<file path="config.mk">
export PLATFORM = sky130hd
export DESIGN_NAME = plc_cell
export DESIGN_NICKNAME = d
export VERILOG_FILES = /design/src/rtl/plc_pkg.sv /design/src/rtl/plc_cell.sv
export SDC_FILE = /design/constraint.sdc
export NUM_CORES = 1
export LEC_CHECK = 0
export BUFFER_PORTS_ARGS = -buffer_cell sky130_fd_sc_hd__buf_2
export CAP_MARGIN = 15
export CORE_ASPECT_RATIO = 0.6
export CORE_UTILIZATION = 40
export DETAILED_ROUTE_END_ITERATION = 8
export GPL_TIMING_DRIVEN = 0
export PLACE_DENSITY = 0.77
export REMOVE_ABC_BUFFERS = 1
export SYNTH_ARGS = -nofsm -noshare
export SYNTH_HDL_FRONTEND = slang
export SYNTH_SLANG_ARGS = --single-unit
export TNS_END_PERCENT = 20
</file>
<file path="constraint.sdc">
create_clock -name clk -period 5.4 [get_ports clk]
set_clock_uncertainty 0.1 [all_clocks]
set_input_delay 1.08 -clock clk [delete_from_list [all_inputs] [get_ports clk]]
set_output_delay 1.08 -clock clk [all_outputs]
set_load 0.05 [all_outputs]
</file>
<file path="src/rtl/plc_pkg.sv">
// ----------------------------------------------------------------------------
// plc_pkg
// shared constants, types and operation codes of the positional list engine
// ----------------------------------------------------------------------------
package plc_pkg;

	localparam int CAPACITY = 64;
	localparam int ELEM_W   = 32;
	localparam int POS_W    = 8;
	localparam int OP_W     = 3;
	localparam int IDX_W    = $clog2(CAPACITY);
	localparam int CNT_W    = $clog2(CAPACITY + 1);
	// compare width: holds any position or count plus one
	localparam int CMP_W    = ((POS_W > CNT_W) ? POS_W : CNT_W) + 1;

	localparam int IN_W     = OP_W + POS_W + ELEM_W;
	localparam int IN_TW    = ((IN_W + 7) / 8) * 8;
	localparam int OUT_W    = 1 + ELEM_W + CNT_W + 1 + ELEM_W;
	localparam int OUT_TW   = ((OUT_W + 7) / 8) * 8;

	typedef enum logic [OP_W-1:0] {
		OP_INSERT  = 3'd0,
		OP_REPLACE = 3'd1,
		OP_DELETE  = 3'd2,
		OP_READ    = 3'd3,
		OP_CLEAR   = 3'd4
	} op_t;

	typedef logic [ELEM_W-1:0] elem_t;

	// per-cycle command broadcast to every cell
	typedef struct packed {
		logic             wr;      // load the new element at wr_idx
		logic             shr;     // cells in (lo, hi] take their left neighbor
		logic             shl;     // cells in [lo, hi) take their right neighbor
		logic [CMP_W-1:0] wr_idx;
		logic [CMP_W-1:0] lo;
		logic [CMP_W-1:0] hi;
	} cell_cmd_t;

	// selection request toward the read and tail reduction
	typedef struct packed {
		logic             rd_en;
		logic [IDX_W-1:0] rd_idx;
		logic             tail_en;
		logic [IDX_W-1:0] tail_idx;
	} sel_req_t;

endpackage

</file>
<file path="src/rtl/plc_cell.sv">
// ----------------------------------------------------------------------------
// plc_cell
// one storage cell of the list; loads, shifts right or shifts left
// ----------------------------------------------------------------------------
module plc_cell (
	input  logic                          clk,
	input  logic [plc_pkg::IDX_W-1:0]     idx,
	input  plc_pkg::cell_cmd_t            cmd,
	input  plc_pkg::elem_t                elem,
	input  plc_pkg::elem_t                left,
	input  plc_pkg::elem_t                right,
	output plc_pkg::elem_t                data
);

	logic [plc_pkg::CMP_W-1:0] my_idx;
	plc_pkg::elem_t            data_q;

	assign my_idx = plc_pkg::CMP_W'(idx);
	assign data   = data_q;

	// payload only, no reset needed
	always_ff @(posedge clk) begin
		if (cmd.wr && my_idx == cmd.wr_idx) begin
			data_q <= elem;
		end else if (cmd.shr && my_idx > cmd.lo && my_idx <= cmd.hi) begin
			data_q <= left;
		end else if (cmd.shl && my_idx >= cmd.lo && my_idx < cmd.hi) begin
			data_q <= right;
		end
	end

endmodule

</file>
* After elaboration in Yosys (flattened, before gate mapping) *
Cells that the tools add are included.

word-level totals
  flip-flop bits (word level) = 32
  input bits = 133

operators by class
  reduce and logical (&&, ||, !) cells = 6
  magnitude comparators = 4
  mux-type cells = 3
  equality and inequality tests = 1

operators by type and width
  operator                                                      number
  32-bit two-way mux                                            3
  6-bit by 9-bit equality test with 1-bit output                1
  6-bit by 9-bit greater-or-equal comparator with 1-bit output  1
  6-bit by 9-bit greater-than comparator with 1-bit output      1
  6-bit by 9-bit <= comparator with 1-bit output                1
  6-bit by 9-bit less-than comparator with 1-bit output         1
  1-bit logical AND                                             5
  3-bit nonzero test                                            1

* Depth between registers and ports, before layout *
  word-level depth = 6
  gate-level depth with buffers = 9
  mapped depth without buffers = 8

* Worst setup path before layout *
No wires, ideal clock.

  path kind = in2reg
  from = input cmd[3] in the netlist's numbering
  to = register data_q[0] (netlist: data[0]) (enable)
  setup time = 0.431 ns
  setup slack = 1.135 ns
  stages = 7
  data arrival time = 3.734 ns
  data required time = 4.869 ns
  path through = inv_1 ha_1 a21oi_2 a21boi_1 o41ai_2 nand3_1 o211ai_1

between the ends
  word-level cells in the longest chain between the ends = 3

ends and longest elaborated chain
  item                                                                                                                     RTL line                        RTL
  start, declared                                                                                                          plc_cell.sv:8                   input plc_pkg::cell_cmd_t cmd,
  6-bit by 9-bit <= comparator with 1-bit output or 6-bit by 9-bit less-than comparator with 1-bit output (tied branches)  plc_cell.sv:25, plc_cell.sv:27
  1-bit logical AND (on tied branches)                                                                                     plc_cell.sv:25, plc_cell.sv:27
  3-bit nonzero test (no source line) *                                                                                    -
  end signal, assigned                                                                                                     plc_cell.sv:24                  data_q <= elem;
  end signal, assigned                                                                                                     plc_cell.sv:26                  data_q <= left;
  end signal, assigned                                                                                                     plc_cell.sv:28                  data_q <= right;
  end, declared                                                                                                            plc_cell.sv:16                  plc_pkg::elem_t data_q;

Every way passes the cells marked *; elsewhere a longest branch is shown, timed or not.
A chain may end at the register's enable or synchronous reset.

* Worst setup path after layout *
  from = input idx[3] in the netlist's numbering
  to = register data_q[8] (netlist: data[8]) (enable)

between the ends
  word-level cells in the longest chain between the ends = 4

ends and longest elaborated chain
  item                                                                                                                                      RTL line                        RTL
  start, declared                                                                                                                           plc_cell.sv:7                   input logic [plc_pkg::IDX_W-1:0] idx,
  6-bit by 9-bit greater-than comparator with 1-bit output or 6-bit by 9-bit greater-or-equal comparator with 1-bit output (tied branches)  plc_cell.sv:25, plc_cell.sv:27
  1-bit logical AND (on tied branches) (2 in a row)                                                                                         plc_cell.sv:25, plc_cell.sv:27
  3-bit nonzero test (no source line) *                                                                                                     -

Marks and branches as above.

==> results.cfg <==
[clock_network]
cts_tree = done
cts_buffers = 5
cts.sinks = 32
cts_max_path_buffers = 2
cts_setup_buffers = 0
cts_hold_buffers = 0
root_buffer = clkbuf_8
ctsResizeCount = 0
clkTransAtPathRegs_ns = 0.06
cts_max_level = 2

[synthesis]
yosys.area.top_type = edfxtp_1
async_flop_share_pct = 0
synth_commonest_cells = 35 x a21oi_1, 35 x nor2_1, 32 x edfxtp_1, 32 x mux2i_1, 12 x ha_1
synth_top_area_share_pct = 44.9
yosysSeqAreaShare_pct = 44.9
syn_inst = 198
synth-seq-cells = 32
synth-edff-count = 32
synth.avg_cell_area_um2 = 10.8
ys_warn_count = 0
yosys.cell_types.count = 28
ys.flop_type = edfxtp_1
synthesis.area_um2 = 2140
synthTopCellsByArea = edfxtp_1 45%, mux2i_1 15%, a21oi_1 8.2%, ha_1 7.0%, nor2_1 6.1%

[placement]
port-buffer-count = 164
hpwl_um = 4590
gp_congestion = 0.771

[setup_path]
start_kind = input port
cp_common_cell = buf_4
worst_ep_arrival_time_ns = 3.66
path_class = input port to register
crit_chain = buf_2 -> ha_1 -> a21oi_2 -> a21boi_1 -> o41ai_2 -> o2111ai_4 -> o211ai_1 -> buf_4 -> buf_4
cp.required_ns = 5.28
cp-end-kind = register
cp_max_fo = 14
slowest_stage = o211ai_1
slowest_delay_ns = 0.52
startpoint = idx[3]

[global_routing]
grt.overflow.total = 0
grt_use_total_pct = 19.3
grt_pass1_wl_um = 8050
antenna_found_initial = 0
grt_pass1_vias = 1762
grt_max_degree = 22

[drt]
drt_wl_total_um = 5420
viasPerCell = 4.76
drcViolationCount = 0
vias = 2058
drtIter0Drc = 37
ant_nets = 0
dr.pass1.iters = 4
wl_per_cell_um = 12.5

[timing]
drv_slew = 0
clock.fmax_mhz = 265
post-route-min-period_ns = 3.77
rsz0062_at_grt = no
slew_headroom_pct = 51.2
hold_violations = 0
tightest_slew_ns = 0.732
worst_hold_slack_ns = 1.03
period_share_pct = 69.8
setup_viol = 0

[floorplan]
rows = 20
initial_core_util_pct = 41.9
die_w_um = 96.4
die-area_um2 = 5660
pin_count = 165
die_y_um = 58.7
coreArea_um2 = 5100

[worst_hold_path]
hp-start = elem[20]
min_path_type = input port to register
hold-path-endpoint = data[20]$_DFFE_PP_
worstHoldPathCells = 3

[status]
outcome = finished clean

[final_layout]
layout-drive-gt1-share_pct = 49.7
diodes = 0
largest_reg_flops = 32
synthToLayoutAreaGrowth_pct = 46.1
nets = 511
final_core_util_pct = 61.2

[power]
p_per_area_nw_per_um2 = 192
seqPwrFrac_pct = 47.6
swShare_pct = 26.7
power.leakage_uw = 0.00172
internal-power_uw = 439
ir_worst_vdd_mv = 0.103
p_clk_share_pct = 28.1
combPwrFrac_pct = 24.3
p_total_uw = 599
netSwitchingPower_uw = 160

[flow_run]
maxCapViolations = 0
## routing by layer
layer	vias to the layer above	wire, µm	track usage (%)
li1	1057	-	-
met1	898	2340	23.9
met2	99	2510	32.5
met3	4	535	6.59
met4	0	34	4.83
met5	-	0	0
## placed cells by master, fill, tap and decap left out
master     Yosys  routed
clkbuf_1       0       1
buf_2          3     164
nand2b_1       1       1
inv_1         11      11
buf_16         0       1
clkinv_2       0       1
o41ai_2        1       1
o2111ai_4      1       1
nand2_1        2       2
or4b_1         1       1
nand3b_1       1       1
nor4_1         1       1
buf_6          7       1
a211o_1        1       1
buf_8          0       3
a21o_2         1       1
xor2_1         3       3
a21oi_1       35      35
a21oi_2        1       1
nor3_1         1       1
a21boi_1       1       1
clkbuf_8       0       5
mux2i_1       32      32
o211ai_1       1       1
xnor2_1        3       3
nand3_1        2       2
ha_1          12      12
a21o_1         3       3
nand4_1        3       3
nor4_4         1       1
edfxtp_1      32      32
nor2_1        35      35
o21a_1         2       2
buf_4          0       2
## cell type report
| type | instances | area, µm² |
|---|---|---|
| sequential | 32 | 961 |
| multi-input combinational | 145 | 1040 |
| tap | 66 | 82.6 |
| inverter | 11 | 41.3 |
| timing repair buffer | 171 | 920 |
| clock inverter | 1 | 5.00 |
| fill | 472 | 1980 |
| clock buffer | 6 | 72.6 |
## cell families after synthesis
| kind of cell | share of synthesized area [%] |
|---|---|
| fa+ha+maj | 7.02 |
| simple gates | 10.5 |
| buf+inv | 6.32 |
| xor+xnor | 2.46 |
| mux | 15.0 |
| flops | 44.9 |
| compound gates | 13.9 |
## power by group through the flow
stage	logic [µW]	registers, µW	clock network (µW)
2_1_floorplan	48.1	320	0
3_3_place_gp	140	291	0
4_1_cts	147	285	177
5_1_grt	160	286	186
3_5_place_dp	146	291	0
6_report	146	285	168
## how the worst max path moves through the flow
stage                                     to  slack (ns)  depth (start not counted)
after CTS                  data[9]$_DFFE_PP_        1.61                          9
after global routing       data[8]$_DFFE_PP_        1.51                          9
after detailed placement  data[31]$_DFFE_PP_        1.31                          9
after global placement    data[12]$_DFFE_PP_       -1.63                          5
final                      data[8]$_DFFE_PP_        1.63                          9
after floorplan            data[0]$_DFFE_PP_        0.07                          4
## through the flow
| stage | cells | TNS (ns) | setup slack [ns] | instance area (µm²) |
|---|---|---|---|---|
| floorplan | 188 | 0 | 0.0688 | 2050 |
| global placement | 418 | -52.20 | -1.63 | 2950 |
| detailed placement | 425 | 0 | 1.31 | 3050 |
| CTS | 432 | 0 | 1.61 | 3130 |
| global route | 432 | 0 | 1.51 | 3130 |
| finish | 432 | 0 | 1.63 | 3130 |
## worst max-delay path, delay by kind of cell
family	cells	cell delay [ns]
compound gates	5	1.60
fa+ha+maj	1	0.34
buf+inv	3	0.63
No activity file was read; power rests on OpenSTA's default activity.
